[config.mk]
export PLATFORM = sky130hd
export DESIGN_NAME = zip_local_header_walker
export DESIGN_NICKNAME = d
export VERILOG_FILES = /design/src/hw/rtl/zlhw_pkg.sv /design/src/hw/rtl/zlhw_crc_byte.sv /design/src/hw/rtl/zlhw_walker.sv /design/src/hw/rtl/zlhw_result_fifo.sv /design/src/hw/rtl/zip_local_header_walker.sv
export SDC_FILE = /design/constraint.sdc
export NUM_CORES = 2
export LEC_CHECK = 0
export BUFFER_PORTS_ARGS = -buffer_cell sky130_fd_sc_hd__buf_2
export CAP_MARGIN = 20
export CORE_UTILIZATION = 25
export CTS_CLUSTER_DIAMETER = 50
export DETAILED_ROUTE_END_ITERATION = 8
export HOLD_SLACK_MARGIN = 0.02
export MAX_ROUTING_LAYER = met4
export SYNTH_ARGS = -nofsm -noshare
export SYNTH_HDL_FRONTEND = slang
export SYNTH_SLANG_ARGS = --single-unit
[constraint.sdc]
create_clock -name clk -period 4.4 [get_ports clk]
set_input_delay 0.44 -clock clk [delete_from_list [all_inputs] [get_ports clk]]
set_output_delay 0.44 -clock clk [all_outputs]
set_load 0.02 [all_outputs]
[src/hw/rtl/zlhw_pkg.sv]
// zlhw_pkg: shared types and constants of the zip local header walker
// result record, walker push bundle, status codes, signatures, queue sizing
// no dependencies
`default_nettype none

package zlhw_pkg;

  localparam int POS_BITS = 32;

  localparam logic [31:0] SIG_LOCAL   = 32'h04034B50;
  localparam logic [31:0] SIG_CENTRAL = 32'h02014B50;
  localparam logic [31:0] SIG_END     = 32'h06054B50;
  localparam logic [31:0] CRC_POLY    = 32'hEDB88320;
  localparam logic [31:0] ALL_ONES    = 32'hFFFFFFFF;
  localparam logic [15:0] METHOD_STORED  = 16'h0000;
  localparam logic [15:0] METHOD_DEFLATE = 16'h0008;
  localparam logic [4:0]  HEADER_LEN  = 5'd30;
  localparam logic [15:0] NAME_LIMIT_RESET = 16'd32;

  localparam int FIFO_DEPTH    = 4;
  localparam int FIFO_PTR_BITS = $clog2(FIFO_DEPTH);
  localparam int FIFO_CNT_BITS = $clog2(FIFO_DEPTH + 1);

  typedef enum logic [2:0] {
    ST_OK          = 3'd0,
    ST_END         = 3'd1,
    ST_MALFORMED   = 3'd2,
    ST_UNSUPPORTED = 3'd3,
    ST_CRC         = 3'd4
  } status_t;

  typedef struct packed {
    logic [2:0]  status;
    logic [31:0] payload_offset;
    logic [31:0] payload_size;
    logic [31:0] uncompressed_size;
    logic        is_deflated;
    logic [31:0] header_crc;
    logic [15:0] name_len;
    logic        name_usable;
    logic        final_result;
  } result_t;

  typedef struct packed {
    logic [1:0] count;
    result_t    first;
    result_t    second;
  } walk_push_t;

endpackage

`default_nettype wire

[src/hw/rtl/zlhw_crc_byte.sv]
// zlhw_crc_byte: one byte step of the reflected crc-32
// uses CRC_POLY from zlhw_pkg
`default_nettype none

module zlhw_crc_byte import zlhw_pkg::*; (
  input  logic [31:0] crc,
  input  logic [7:0]  data_byte,
  output logic [31:0] crc_out
);

  always_comb begin
    logic [31:0] c;
    c = crc ^ {24'd0, data_byte};
    for (int i = 0; i < 8; i++) begin
      c = (c >> 1) ^ (CRC_POLY & {32{c[0]}});
    end
    crc_out = c;
  end

endmodule

`default_nettype wire

[src/hw/rtl/zlhw_walker.sv]
// zlhw_walker: walk state, header capture and verdicts, one byte per step
// depends on zlhw_pkg and zlhw_crc_byte
`default_nettype none

module zlhw_walker import zlhw_pkg::*; (
  input  logic        clk,
  input  logic        rst,
  input  logic        step,
  input  logic [7:0]  data_byte,
  input  logic        last_byte,
  input  logic [15:0] limit,
  output walk_push_t  push
);

  typedef enum logic [4:0] {
    PH_HEADER  = 5'b00001,
    PH_NAME    = 5'b00010,
    PH_EXTRA   = 5'b00100,
    PH_PAYLOAD = 5'b01000,
    PH_DONE    = 5'b10000
  } phase_t;

  localparam logic [4:0] K_FIRST = 5'd0;
  localparam logic [4:0] K_SIG   = 5'd3;
  localparam logic [4:0] K_LAST  = HEADER_LEN - 5'd1;

  phase_t              phase, phase_next;
  logic [POS_BITS-1:0] pos, pos_next;
  logic [4:0]          fbc, fbc_next;
  logic [23:0]         sig_lo, sig_lo_next;
  logic                desc_flag, desc_flag_next;
  logic [15:0]         method, method_next;
  logic [31:0]         hcrc, hcrc_next;
  logic [31:0]         comp, comp_next;
  logic [31:0]         uncomp, uncomp_next;
  logic [15:0]         nlen, nlen_next;
  logic [15:0]         xlen, xlen_next;
  logic [31:0]         left, left_next;
  logic [31:0]         crc, crc_next;
  logic                nhz, nhz_next;
  logic [2:0]          verdict, verdict_next;

  logic [31:0]         crc_upd;
  logic [4:0]          k;
  logic [31:0]         sig;
  logic                adv, adv_name, adv_extra, fin;
  logic [15:0]         xlen_v;
  logic [2:0]          verdict_v, fin_status;
  logic [31:0]         crc_v;
  logic                nhz_v;
  logic                r0, r1, r0_facts;
  logic [2:0]          r0_status;
  logic [POS_BITS-1:0] offset;

  zlhw_crc_byte u_crc (
    .crc       (crc),
    .data_byte (data_byte),
    .crc_out   (crc_upd)
  );

  always_comb begin
    phase_next     = phase;
    pos_next       = pos;
    fbc_next       = fbc;
    sig_lo_next    = sig_lo;
    desc_flag_next = desc_flag;
    method_next    = method;
    hcrc_next      = hcrc;
    comp_next      = comp;
    uncomp_next    = uncomp;
    nlen_next      = nlen;
    xlen_next      = xlen;
    left_next      = left;
    crc_next       = crc;
    nhz_next       = nhz;
    verdict_next   = verdict;
    adv            = 1'b0;
    adv_name       = 1'b0;
    adv_extra      = 1'b0;
    fin            = 1'b0;
    xlen_v         = xlen;
    verdict_v      = verdict;
    fin_status     = verdict;
    crc_v          = crc;
    nhz_v          = nhz;
    r0             = 1'b0;
    r1             = 1'b0;
    r0_facts       = 1'b0;
    r0_status      = ST_OK;
    k              = (fbc >= HEADER_LEN) ? K_FIRST : fbc;
    sig            = {data_byte, sig_lo};

    if (step) begin
      pos_next = pos + 1'b1;
      unique case (phase)
        PH_HEADER: begin
          if (k == K_FIRST) begin
            nhz_next     = 1'b0;
            crc_next     = ALL_ONES;
            verdict_next = ST_OK;
          end
          unique case (k)
            5'd0:    sig_lo_next[7:0]    = data_byte;
            5'd1:    sig_lo_next[15:8]   = data_byte;
            5'd2:    sig_lo_next[23:16]  = data_byte;
            5'd6:    desc_flag_next      = data_byte[3];
            5'd8:    method_next[7:0]    = data_byte;
            5'd9:    method_next[15:8]   = data_byte;
            5'd14:   hcrc_next[7:0]      = data_byte;
            5'd15:   hcrc_next[15:8]     = data_byte;
            5'd16:   hcrc_next[23:16]    = data_byte;
            5'd17:   hcrc_next[31:24]    = data_byte;
            5'd18:   comp_next[7:0]      = data_byte;
            5'd19:   comp_next[15:8]     = data_byte;
            5'd20:   comp_next[23:16]    = data_byte;
            5'd21:   comp_next[31:24]    = data_byte;
            5'd22:   uncomp_next[7:0]    = data_byte;
            5'd23:   uncomp_next[15:8]   = data_byte;
            5'd24:   uncomp_next[23:16]  = data_byte;
            5'd25:   uncomp_next[31:24]  = data_byte;
            5'd26:   nlen_next[7:0]      = data_byte;
            5'd27:   nlen_next[15:8]     = data_byte;
            5'd28:   xlen_next[7:0]      = data_byte;
            5'd29:   xlen_next[15:8]     = data_byte;
            default: ;
          endcase
          if (k == K_SIG) begin
            if (sig == SIG_CENTRAL || sig == SIG_END) begin
              r0         = 1'b1;
              r0_status  = ST_END;
              phase_next = PH_DONE;
            end else if (sig != SIG_LOCAL) begin
              r0         = 1'b1;
              r0_status  = ST_MALFORMED;
              phase_next = PH_DONE;
            end else begin
              fbc_next = k + 5'd1;
            end
          end else if (k == K_LAST) begin
            if (desc_flag) begin
              verdict_v = ST_MALFORMED;
            end else if (method != METHOD_STORED && method != METHOD_DEFLATE) begin
              verdict_v = ST_UNSUPPORTED;
            end else if (method == METHOD_STORED && comp != uncomp) begin
              verdict_v = ST_MALFORMED;
            end else begin
              verdict_v = ST_OK;
            end
            verdict_next = verdict_v;
            fbc_next     = K_FIRST;
            xlen_v       = {data_byte, xlen[7:0]};
            adv          = 1'b1;
            adv_name     = 1'b1;
            adv_extra    = 1'b1;
          end else begin
            fbc_next = k + 5'd1;
          end
        end
        PH_NAME: begin
          nhz_v     = nhz | (data_byte == 8'd0);
          nhz_next  = nhz_v;
          left_next = left - 32'd1;
          if (left == 32'd1) begin
            adv       = 1'b1;
            adv_extra = 1'b1;
          end
        end
        PH_EXTRA: begin
          left_next = left - 32'd1;
          if (left == 32'd1) adv = 1'b1;
        end
        PH_PAYLOAD: begin
          crc_v     = crc_upd;
          crc_next  = crc_upd;
          left_next = left - 32'd1;
          if (left == 32'd1) fin = 1'b1;
        end
        PH_DONE: ;
        default: ;
      endcase

      if (adv) begin
        priority if (adv_name && nlen != 16'd0) begin
          phase_next = PH_NAME;
          left_next  = {16'd0, nlen};
        end else if (adv_extra && xlen_v != 16'd0) begin
          phase_next = PH_EXTRA;
          left_next  = {16'd0, xlen_v};
        end else if (comp != 32'd0) begin
          phase_next = PH_PAYLOAD;
          left_next  = comp;
        end else begin
          fin = 1'b1;
        end
      end

      if (fin) begin
        fin_status = verdict_v;
        if (verdict_v == ST_OK && method == METHOD_STORED && ~crc_v != hcrc) begin
          fin_status = ST_CRC;
        end
        r0        = 1'b1;
        r0_status = fin_status;
        if (fin_status == ST_OK) begin
          r0_facts   = 1'b1;
          phase_next = PH_HEADER;
          fbc_next   = K_FIRST;
          r1         = last_byte;
        end else begin
          phase_next = PH_DONE;
        end
      end

      if (last_byte && !r0 && phase_next != PH_DONE) begin
        r0        = 1'b1;
        r0_status = ST_MALFORMED;
      end

      if (last_byte) begin
        phase_next   = PH_HEADER;
        pos_next     = '0;
        fbc_next     = K_FIRST;
        left_next    = 32'd0;
        crc_next     = ALL_ONES;
        nhz_next     = 1'b0;
        verdict_next = ST_OK;
      end
    end
  end

  assign offset = pos + 1'b1 - comp[POS_BITS-1:0];

  always_comb begin
    push.count  = r1 ? 2'd2 : (r0 ? 2'd1 : 2'd0);
    push.first  = '0;
    push.second = '0;
    push.first.status       = r0_status;
    push.first.final_result = !r1;
    if (r0_facts) begin
      push.first.payload_offset    = 32'(offset);
      push.first.payload_size      = comp;
      push.first.uncompressed_size = uncomp;
      push.first.is_deflated       = (method == METHOD_DEFLATE);
      push.first.header_crc        = hcrc;
      push.first.name_len          = nlen;
      push.first.name_usable       = (nlen < limit) && !nhz_v;
    end
    push.second.status       = ST_END;
    push.second.final_result = 1'b1;
  end

  always_ff @(posedge clk) begin
    if (rst) begin
      phase   <= PH_HEADER;
      pos     <= '0;
      fbc     <= K_FIRST;
      left    <= 32'd0;
      crc     <= ALL_ONES;
      nhz     <= 1'b0;
      verdict <= ST_OK;
    end else begin
      phase   <= phase_next;
      pos     <= pos_next;
      fbc     <= fbc_next;
      left    <= left_next;
      crc     <= crc_next;
      nhz     <= nhz_next;
      verdict <= verdict_next;
    end
  end

  always_ff @(posedge clk) begin
    sig_lo    <= sig_lo_next;
    desc_flag <= desc_flag_next;
    method    <= method_next;
    hcrc      <= hcrc_next;
    comp      <= comp_next;
    uncomp    <= uncomp_next;
    nlen      <= nlen_next;
    xlen      <= xlen_next;
  end

endmodule

`default_nettype wire

[src/hw/rtl/zlhw_result_fifo.sv]
// zlhw_result_fifo: small result queue, up to two pushes and one pop a cycle
// depends on zlhw_pkg for result_t, walk_push_t and queue sizing
`default_nettype none

module zlhw_result_fifo import zlhw_pkg::*; (
  input  logic                     clk,
  input  logic                     rst,
  input  walk_push_t               push,
  input  logic                     pop,
  output result_t                  head,
  output logic [FIFO_CNT_BITS-1:0] fill
);

  result_t                  mem [FIFO_DEPTH];
  logic [FIFO_PTR_BITS-1:0] wr, wr_next, rd, rd_next;
  logic [FIFO_CNT_BITS-1:0] fill_next;

  always_comb begin
    wr_next   = wr + FIFO_PTR_BITS'(push.count);
    rd_next   = rd + FIFO_PTR_BITS'(pop);
    fill_next = fill + FIFO_CNT_BITS'(push.count) - FIFO_CNT_BITS'(pop);
  end

  always_ff @(posedge clk) begin
    if (rst) begin
      wr   <= '0;
      rd   <= '0;
      fill <= '0;
    end else begin
      wr   <= wr_next;
      rd   <= rd_next;
      fill <= fill_next;
    end
  end

  always_ff @(posedge clk) begin
    if (push.count != 2'd0) mem[wr] <= push.first;
    if (push.count == 2'd2) mem[wr + FIFO_PTR_BITS'(1)] <= push.second;
  end

  assign head = mem[rd];

endmodule

`default_nettype wire

[src/hw/rtl/zip_local_header_walker.sv]
// zip_local_header_walker: top level, input stage, config register, result queue
// depends on zlhw_pkg, zlhw_walker, zlhw_result_fifo
//
//   channel   signals                                  direction
//   input     in_valid/in_ready, data_byte, last_byte  in
//   result    out_valid/out_ready, status .. final      out
//   config    cfg_valid/cfg_ready, name_limit          in
//
// one archive byte per cycle sustained while the result queue has room; a
// result is offered once its byte has passed the input stage and the walker
// has stepped it into the result queue
// the walker steps only with two free queue entries, otherwise in_ready drops
// synchronous reset, no clearing pass; name_limit resets to 32
// the config register is always ready
`default_nettype none

module zip_local_header_walker import zlhw_pkg::*; (
  input  logic        clk,
  input  logic        rst,
  input  logic        in_valid,
  output logic        in_ready,
  input  logic [7:0]  data_byte,
  input  logic        last_byte,
  output logic        out_valid,
  input  logic        out_ready,
  output logic [2:0]  status,
  output logic [31:0] payload_offset,
  output logic [31:0] payload_size,
  output logic [31:0] uncompressed_size,
  output logic        is_deflated,
  output logic [31:0] header_crc,
  output logic [15:0] name_len,
  output logic        name_usable,
  output logic        final_result,
  input  logic        cfg_valid,
  output logic        cfg_ready,
  input  logic [15:0] name_limit
);

  logic                     stage_valid;
  logic [7:0]               stage_byte;
  logic                     stage_last;
  logic                     step;
  logic [15:0]              limit;
  walk_push_t               push;
  result_t                  head;
  logic [FIFO_CNT_BITS-1:0] fill;

  assign step      = stage_valid && (fill <= FIFO_CNT_BITS'(FIFO_DEPTH - 2));
  assign in_ready  = !stage_valid || step;
  assign cfg_ready = 1'b1;

  always_ff @(posedge clk) begin
    if (rst) begin
      stage_valid <= 1'b0;
      limit       <= NAME_LIMIT_RESET;
    end else begin
      if (in_ready) stage_valid <= in_valid;
      if (cfg_valid) limit <= name_limit;
    end
  end

  always_ff @(posedge clk) begin
    if (in_valid && in_ready) begin
      stage_byte <= data_byte;
      stage_last <= last_byte;
    end
  end

  zlhw_walker u_walker (
    .clk       (clk),
    .rst       (rst),
    .step      (step),
    .data_byte (stage_byte),
    .last_byte (stage_last),
    .limit     (limit),
    .push      (push)
  );

  zlhw_result_fifo u_fifo (
    .clk  (clk),
    .rst  (rst),
    .push (push),
    .pop  (out_valid && out_ready),
    .head (head),
    .fill (fill)
  );

  assign out_valid         = (fill != '0);
  assign status            = head.status;
  assign payload_offset    = head.payload_offset;
  assign payload_size      = head.payload_size;
  assign uncompressed_size = head.uncompressed_size;
  assign is_deflated       = head.is_deflated;
  assign header_crc        = head.header_crc;
  assign name_len          = head.name_len;
  assign name_usable       = head.name_usable;
  assign final_result      = head.final_result;

`ifndef SYNTHESIS
  a_fill_bound: assert property (@(posedge clk) disable iff (rst)
    fill <= FIFO_CNT_BITS'(FIFO_DEPTH))
    else $error("result queue overfilled");

  a_non_final_ok: assert property (@(posedge clk) disable iff (rst)
    (out_valid && !final_result) |-> (status == ST_OK))
    else $error("non-final result is not ok");

  a_error_no_facts: assert property (@(posedge clk) disable iff (rst)
    (out_valid && status != ST_OK) |->
      (payload_size == 32'd0 && header_crc == 32'd0 && name_len == 16'd0))
    else $error("facts on a non-ok result");

  a_step_space: assert property (@(posedge clk) disable iff (rst)
    (push.count != 2'd0) |=> (fill != '0))
    else $error("pushed result lost");
`endif

endmodule

`default_nettype wire

# Word level (Yosys, flattened, before mapping)
# Memories as Yosys holds them, arrays and structs flattened. A register that Yosys moved wholly into a read port is not among the register bits.
# Cells that the tools add are included.
# word_totals
mem_count	1
inputBits	30
mem_bits_ro	0
latchBits	0
wordCells	257
ramBits	600
register_bits	312
out_inout_bits	153
# mem_list
name	depth	word_bits	read_ports	rd_clocked_by_memory_dff	write_ports	line	rtl
u_fifo.mem	4	150	1	1	2	zlhw_result_fifo.sv:14	result_t mem [FIFO_DEPTH];
# classes
n_div	0
n_bitwise	11
n_mul	0
magnitude_cmp	3
muxes	101
n_eq_ne	37
shifts	0
n_reduce_logical	59
n_addsub	9
# op_table
op	count
two-way mux 32 bit	11
bitwise XOR 31 x 32 -> 32 bit	8
two-way mux 146 bit	1
two-way mux 5 bit	21
AND reduction 3 bit	24
== test 5 bit (second input constant)	14
two-way mux 16 bit	4
!= test 32 bit	2
case mux 32 bit (2 select lines)	1
two-way mux 3 bit	20
nonzero test 16 bit	3
two-way mux 1 bit	36
adder 32 x 1 -> 32 bit (second input constant)	1
== test 32 x 1 -> 1 bit (second input constant)	1
== test 32 x 26 -> 1 bit (second input constant)	1
== test 32 x 27 -> 1 bit (second input constant)	1
!= test 32 x 27 -> 1 bit (second input constant)	1
inverter 32 bit	1
nonzero test 32 bit	1
subtractor 32 x 1 -> 32 bit (second input constant)	1
subtractor 32 bit	1
bitwise XOR 32 x 8 -> 32 bit	1
== test 5 x 4 -> 1 bit (second input constant)	5
== test 16 x 4 -> 1 bit (second input constant)	1
31 further kinds	59

# Depth between registers and ports, before layout
# logic_depth
word_depth	30
ltp_mapped	21
mapped_depth_nobuf	19

# By module
# A second synthesis with hierarchy kept.
# hier_totals
hier_cells	3741
hier_area_um2	49248.5
# modules_own_cells
mod	area_per_inst_um2	cells_per_inst	seq_area_each_um2	n_inst
zlhw_result_fifo	29141.7	1493	18157.4	1
zlhw_walker	18353.9	2102	7277.0	1
zip_local_header_walker	940.9	75	610.6	1
zlhw_crc_byte	812.0	71	0.0	1

# Worst setup path before layout
# Ideal clock, no wire load.
# synth_path
kind	reg2reg
start	register u_walker.fbc[3]
end	register u_fifo.fill[2]
n_path_buf	3
path_slack_ns	-0.158
arrival_time_ns	4.431
path_stages_with_launch	21
required_time_ns	4.272
synth_period_minus_slack_ns	4.558
setup_time_ns	0.128
cell_sequence	dfxtp_1 clkbuf_1 nand4_1 nand2_1 ha_1 and4_1 and4b_1 clkbuf_1 and2_1 clkbuf_1 o31ai_2 and2_4 and2_1 a31oi_4 o21ai_0 ha_1 inv_1 ha_1 fa_1 xnor2_1 nor2_1
# synth_between
elab_chain_cells	25
word_cells_on_any_way	60
cone_classes	add/sub: 2; order compare: 1; eq/ne: 3; mux: 44; reduce/logical: 10
# synth_lines
element	line	rtl
start: declaration	zlhw_walker.sv:29	logic [4:0] fbc, fbc_next;
start signal: assignment	zlhw_walker.sv:264	fbc <= fbc_next;
>= comparator 5 bit	zlhw_walker.sv:90	k = (fbc >= HEADER_LEN) ? K_FIRST : fbc;
two-way mux 5 bit (*)	zlhw_walker.sv:90	
== test 5 bit	zlhw_walker.sv:139	end else if (k == K_LAST) begin
two-way mux 3 bit	zlhw_walker.sv:139	
two-way mux 3 bit	zlhw_walker.sv:127	if (k == K_SIG) begin
two-way mux 3 bit	zlhw_walker.sv:95	unique case (phase)
two-way mux 3 bit	zlhw_walker.sv:93	if (step) begin
logical NOT 3 bit	zlhw_walker.sv:199	if (verdict_v == ST_OK && method == METHOD_STORED && ~crc_v != hcrc) begin
[9 not listed]	n/a	
!= test 5 bit	zlhw_walker.sv:214	if (last_byte && !r0 && phase_next != PH_DONE) begin
logical AND 1 bit	zlhw_walker.sv:214	
two-way mux 1 bit	zlhw_walker.sv:214	
two-way mux 1 bit	zlhw_walker.sv:93	
two-way mux 1 bit	zlhw_walker.sv:234	push.count = r1 ? 2'd2 : (r0 ? 2'd1 : 2'd0);
two-way mux 2 bit (*)	zlhw_walker.sv:234	
adder 3 x 2 -> 3 bit (*)	zlhw_result_fifo.sv:21	fill_next = fill + FIFO_CNT_BITS'(push.count) - FIFO_CNT_BITS'(pop);
subtractor 3 x 1 -> 3 bit (*)	zlhw_result_fifo.sv:21	
end signal: assignment	zlhw_result_fifo.sv:32	fill <= fill_next;
end: declaration	zlhw_result_fifo.sv:11	output logic [FIFO_CNT_BITS-1:0] fill
# Mark *: on every way between the ends. The rest lies on a longest branch, timed or not. The select of a mux whose other input is x is not followed.
# A chain may end at the register's enable or synchronous reset.

# Worst setup path in the final report
# layout_path
start	register u_walker.left[20]
end	register u_fifo.fill[2]
# layout_between
elab_chain_cells	20
word_cells_on_any_way	32
cone_classes	add/sub: 2; eq/ne: 2; mux: 24; reduce/logical: 4
# layout_lines
element	line	rtl
start: declaration	zlhw_walker.sv:38	logic [31:0] left, left_next;
start signal: assignment	zlhw_walker.sv:265	left <= left_next;
== test 32 x 1 -> 1 bit (*)	zlhw_walker.sv:163, zlhw_walker.sv:170, zlhw_walker.sv:176	
two-way mux 1 bit (*)	zlhw_walker.sv:163, zlhw_walker.sv:170, zlhw_walker.sv:176	
branches (longest 15 deep; another with two-way mux 5 bit)	n/a	
two-way mux 2 bit (*)	zlhw_walker.sv:234	
adder 3 x 2 -> 3 bit (*)	zlhw_result_fifo.sv:21	
subtractor 3 x 1 -> 3 bit (*)	zlhw_result_fifo.sv:21	
# Every way passes the cells marked *. The select of a mux whose other input is x is not followed.

==> results by group <==
Run status
  • Run status: completed

Power and ir drop
  • Clock power share: 46.7%
  • LEAKAGE: 18.9 nW
  • Maximum vdd drop: 0.381 mV
  • Internal power: 15.2 mW
  • Switch share: between 20% and 30%
  • Logic pwr share: approximately 11%
  • Tot Pwr: 20.6 mW
  • Power per cell area: 390 nW/um^2
  • Seq pwr share: between 40% and 50%
  • Sw power: ~5.4 mW

Floorplanning
  • # IOs: 183
  • Die area: 175000 um^2
  • Rows: 152
  • Die width: 419 um
  • Die Ht: between 400 and 500 um
  • Starting density of the core: 25.2%
  • Std-Cell Core Area: approximately 170000 um^2

Clocking
  • CTS Buffer Depth: 3
  • Num CTS Buffers: roughly 110
  • Clock latency on the worst-skew pair: 0.76 ns
  • CTS H-tree depth: 3
  • Clk slew on worst S/H paths: approximately 0.060 ns
  • Root buffer cell: clkbuf_16
  • TritonCTS clock tree: yes
  • Sinks on Clock Net: 912

Critical path
  • Worst path max stage delay: around 0.6 ns
  • WS Path Type: register to register
  • Data arrival, critical path: 4.86 ns
  • Slowest cell on crit path: or4_1
  • Critical Path Start: u_walker.left[20]$_SDFFE_PP0P_
  • R2r setup slk: 0.15 ns
  • CP dominant cell by count: ha_1
  • Crit path max-delay family: simple AND/OR/NAND/NOR gates
  • CP bufs+invs: 1
  • Crit end category: register
  • Worst reg2reg startpoint: u_walker.left[20]$_SDFFE_PP0P_
  • CP Cell Sequence: or4_1 -> or3b_1 -> or4_4 -> a32oi_4 -> o31ai_2 -> and2_4 -> and2_1 -> a31oi_4 -> o21ai_1 -> ha_1 -> inv_1 -> ha_1 -> fa_1 -> xnor2_1 -> nor2_1
  • Crit path required time: roughly 5.0 ns
  • Startpoint types: register
  • Max FO, Critical Path: 5

Finish
  • Post-route cell area: 52800 um^2
  • Final #Nets: 5018
  • Area grow syn2layout: 21.6%
  • Ant diodes: 0
  • Non-filler cells in the finished layout: 7331
  • Layout cells sized above 1: 18.5%
  • Sequential Area: 20000 um^2
  • Area of the multi-input gates: between 20000 and 25000 um^2
  • Fillers: 17800

Drt
  • Wirelength per Cell: 21.3 um
  • Vias/cell: just over 5
  • DRC Markers: 0
  • Post-DRT Antenna Nets: 0
  • Vias: around 38000
  • Total Routed Length: 156000 um
  • Drt first pass iters: 6
  • DR iter-0 viols: around 3700

Global routing
  • Vias in the first global route: 36000
  • First-pass GRT wire length: 232000 um
  • GRT overflow: 0
  • Largest net degree at the start of global routing: 84
  • Antenna violations before repair: 2
  • Total GRT Usage: between 10% and 20%

Synth
  • Cell Area, Synth: around 43000 um^2
  • Yosys reg bits: 912
  • Syn Nets: 4828
  • Synth cell types: 87
  • Ys async rst share: 0%
  • Main synth FF type: dfxtp_1
  • Synth warn: 0
  • Number of synthesized flops with an enable pin: approximately 180
  • Syn_area_per_cell: between 9 and 10 um^2
  • Post-synthesis sequential area ratio: between 40% and 50%
  • Post-Synthesis Cells: 4737

Timing
  • Setup Skew: 0.0616 ns
  • Hold Fails Final Rpt: 0
  • Max Slew Vio Count: 0
  • Fin crit period: 4.25 ns
  • Max_slew headroom: 30.4%
  • Final period util: 96.5%
  • Slew @ Worst Pin: 1.04 ns
  • RSZ-0062 raised after global routing: true
  • Fmax: around 240 MHz
  • Setup violators final: 0

Place
  • Detail Placement HPWL: 105000 um
  • # port buffers: 181
  • GPL Wtd Cong: 0.957
  • Area of placed instances: just under 50000 um^2
  • Placed cells: between 7000 and 8000

Min path
  • Hold Crit Class: primary input to register
  • HP Start: rst

Job
  • Max-Cap Viols: 0
==> layout make-up <==
class	count	area share [%]
Clock inverter	70	1.68
Tap cell	2310	5.48
Inverter	78	0.555
Clock buffer	137	5.74
Multi-Input combinational cell	3329	40.9
Sequential cell	912	38.0
Timing Repair Buffer	495	7.69
==> flip-flops by register name, indices dropped and copies added (netlist names), 8 cells and up <==
signal and cells:
u_walker.crc 32, u_walker.uncomp 32, u_walker.pos 32, u_walker.nlen 16, u_walker.hcrc 32, u_fifo.mem 600, u_walker.comp 32, u_walker.xlen 16
limit 16, u_walker.left 32, u_walker.method 16, stage_byte 8, u_walker.sig_lo 24
==> cells by family after synthesis <==
group / Yosys count / synth area share [%]
AND/OR/NAND/NOR: 1871 / 19.9
buffers and inverters: 496 / 4.82
flip-flops: 912 / 46.2
AO/OA/AOI/OAI: 1016 / 13.6
adder cells (fa/ha/maj): 61 / 1.79
multiplexers: 178 / 8.43
other: 1 / 0.00864
XOR/XNOR: 202 / 5.26
==> metrics by stage <==
step / TNS [ns] / util (%) / worst slack, ns / hold slack, ns
floorplan: 0 / - / 0.0337 / 0.428
global placement: -0.0238 / 28.1 / -0.0238 / 0.434
detailed placement: -0.0115 / 28.1 / -0.0115 / 0.436
CTS: 0 / 30.5 / 0.0283 / 0.0874
global route: -0.0824 / 30.7 / -0.0552 / 0.124
finish: 0 / 30.7 / 0.152 / 0.142
==> synth_stat cells, drive strengths merged (19+ instances only) <==
cell type  instances  area, um^2
nor3              78         415
a22oi             60         450
inv               78         293
xor2              43         377
mux4             150        3380
a21oi            679        3570
ha                59         738
mux2i             28         280
nor4              36         246
nand2            723        2710
buf              194         961
clkbuf           224         841
or3               21         131
and2              26         165
xnor2            129        1220
o21ai            120         601
nor2             221         830
edfxtp           178        5350
nand3            598        2990
a21o              19         143
nand2b            19         119
dfxtp            734       14700
and3              27         169
xnor3             23         518
nand4             48         300
==> power groups by stage <==
stage                     clock network [mW]  logic (mW)  registers (mW)
after CTS                               9.77        2.23            8.73
after global routing                    10.1        2.39            8.74
final                                   9.63        2.24            8.73
after detailed placement                   0        2.21            8.92
after floorplan                            0        1.49            8.83
after global placement                     0        2.21            8.91
==> final timing paths <==
kind | end | cells after the start
max | u_fifo.fill[2]$_SDFF_PP0_ | 15
min | u_walker.verdict[0]$_SDFFE_PP0P_ | 2
max reg2reg | u_fifo.fill[2]$_SDFF_PP0_ | 15
min reg2reg | u_fifo.mem[2][20]$_SDFFE_PP0P_ | 2
==> repair_timing <==
item                                   in CTS  in global routing
resized for setup                           1                 31
hold buffers                               26                  0
buffers inserted                            0                  4
endpoints found under the hold margin      26                  0
pin swaps                                   0                  5
setup endpoints to repair                   1                 43
==> routing by layer <==
layer / GRT usage (%) / vias up / share of wire [%]
li1: - / 17300 / -
met1: 21.9 / 18500 / 41
met2: 28.9 / 1458 / 49
met3: 2.56 / 302 / 6.0
met4: 8.28 / 0 / 4.7
met5: - / - / 0
==> placed cells by master (no fill, tap or decap), types with 13 or more instances in the layout <==
master	instances
a211oi_1	14
a21o_1	19
a21oi_1	632
a21oi_2	47
a22oi_1	60
and2_1	25
and3_1	25
buf_12	58
buf_2	180
buf_4	230
clkbuf_1	13
clkbuf_16	113
dfxtp_1	730
dlygate4sd3_1	26
edfxtp_1	178
ha_1	58
inv_1	77
inv_6	13
mux2i_1	28
mux4_2	150
nand2_1	722
nand2b_1	15
nand3_1	598
nand4_1	48
nor2_1	217
nor2b_1	13
nor3_1	70
nor4_1	32
o211ai_1	15
o21ai_0	114
or3_1	20
xnor2_1	112
xnor3_1	23
xor2_1	41
Note: power is estimated with default switching activity, not from simulation.
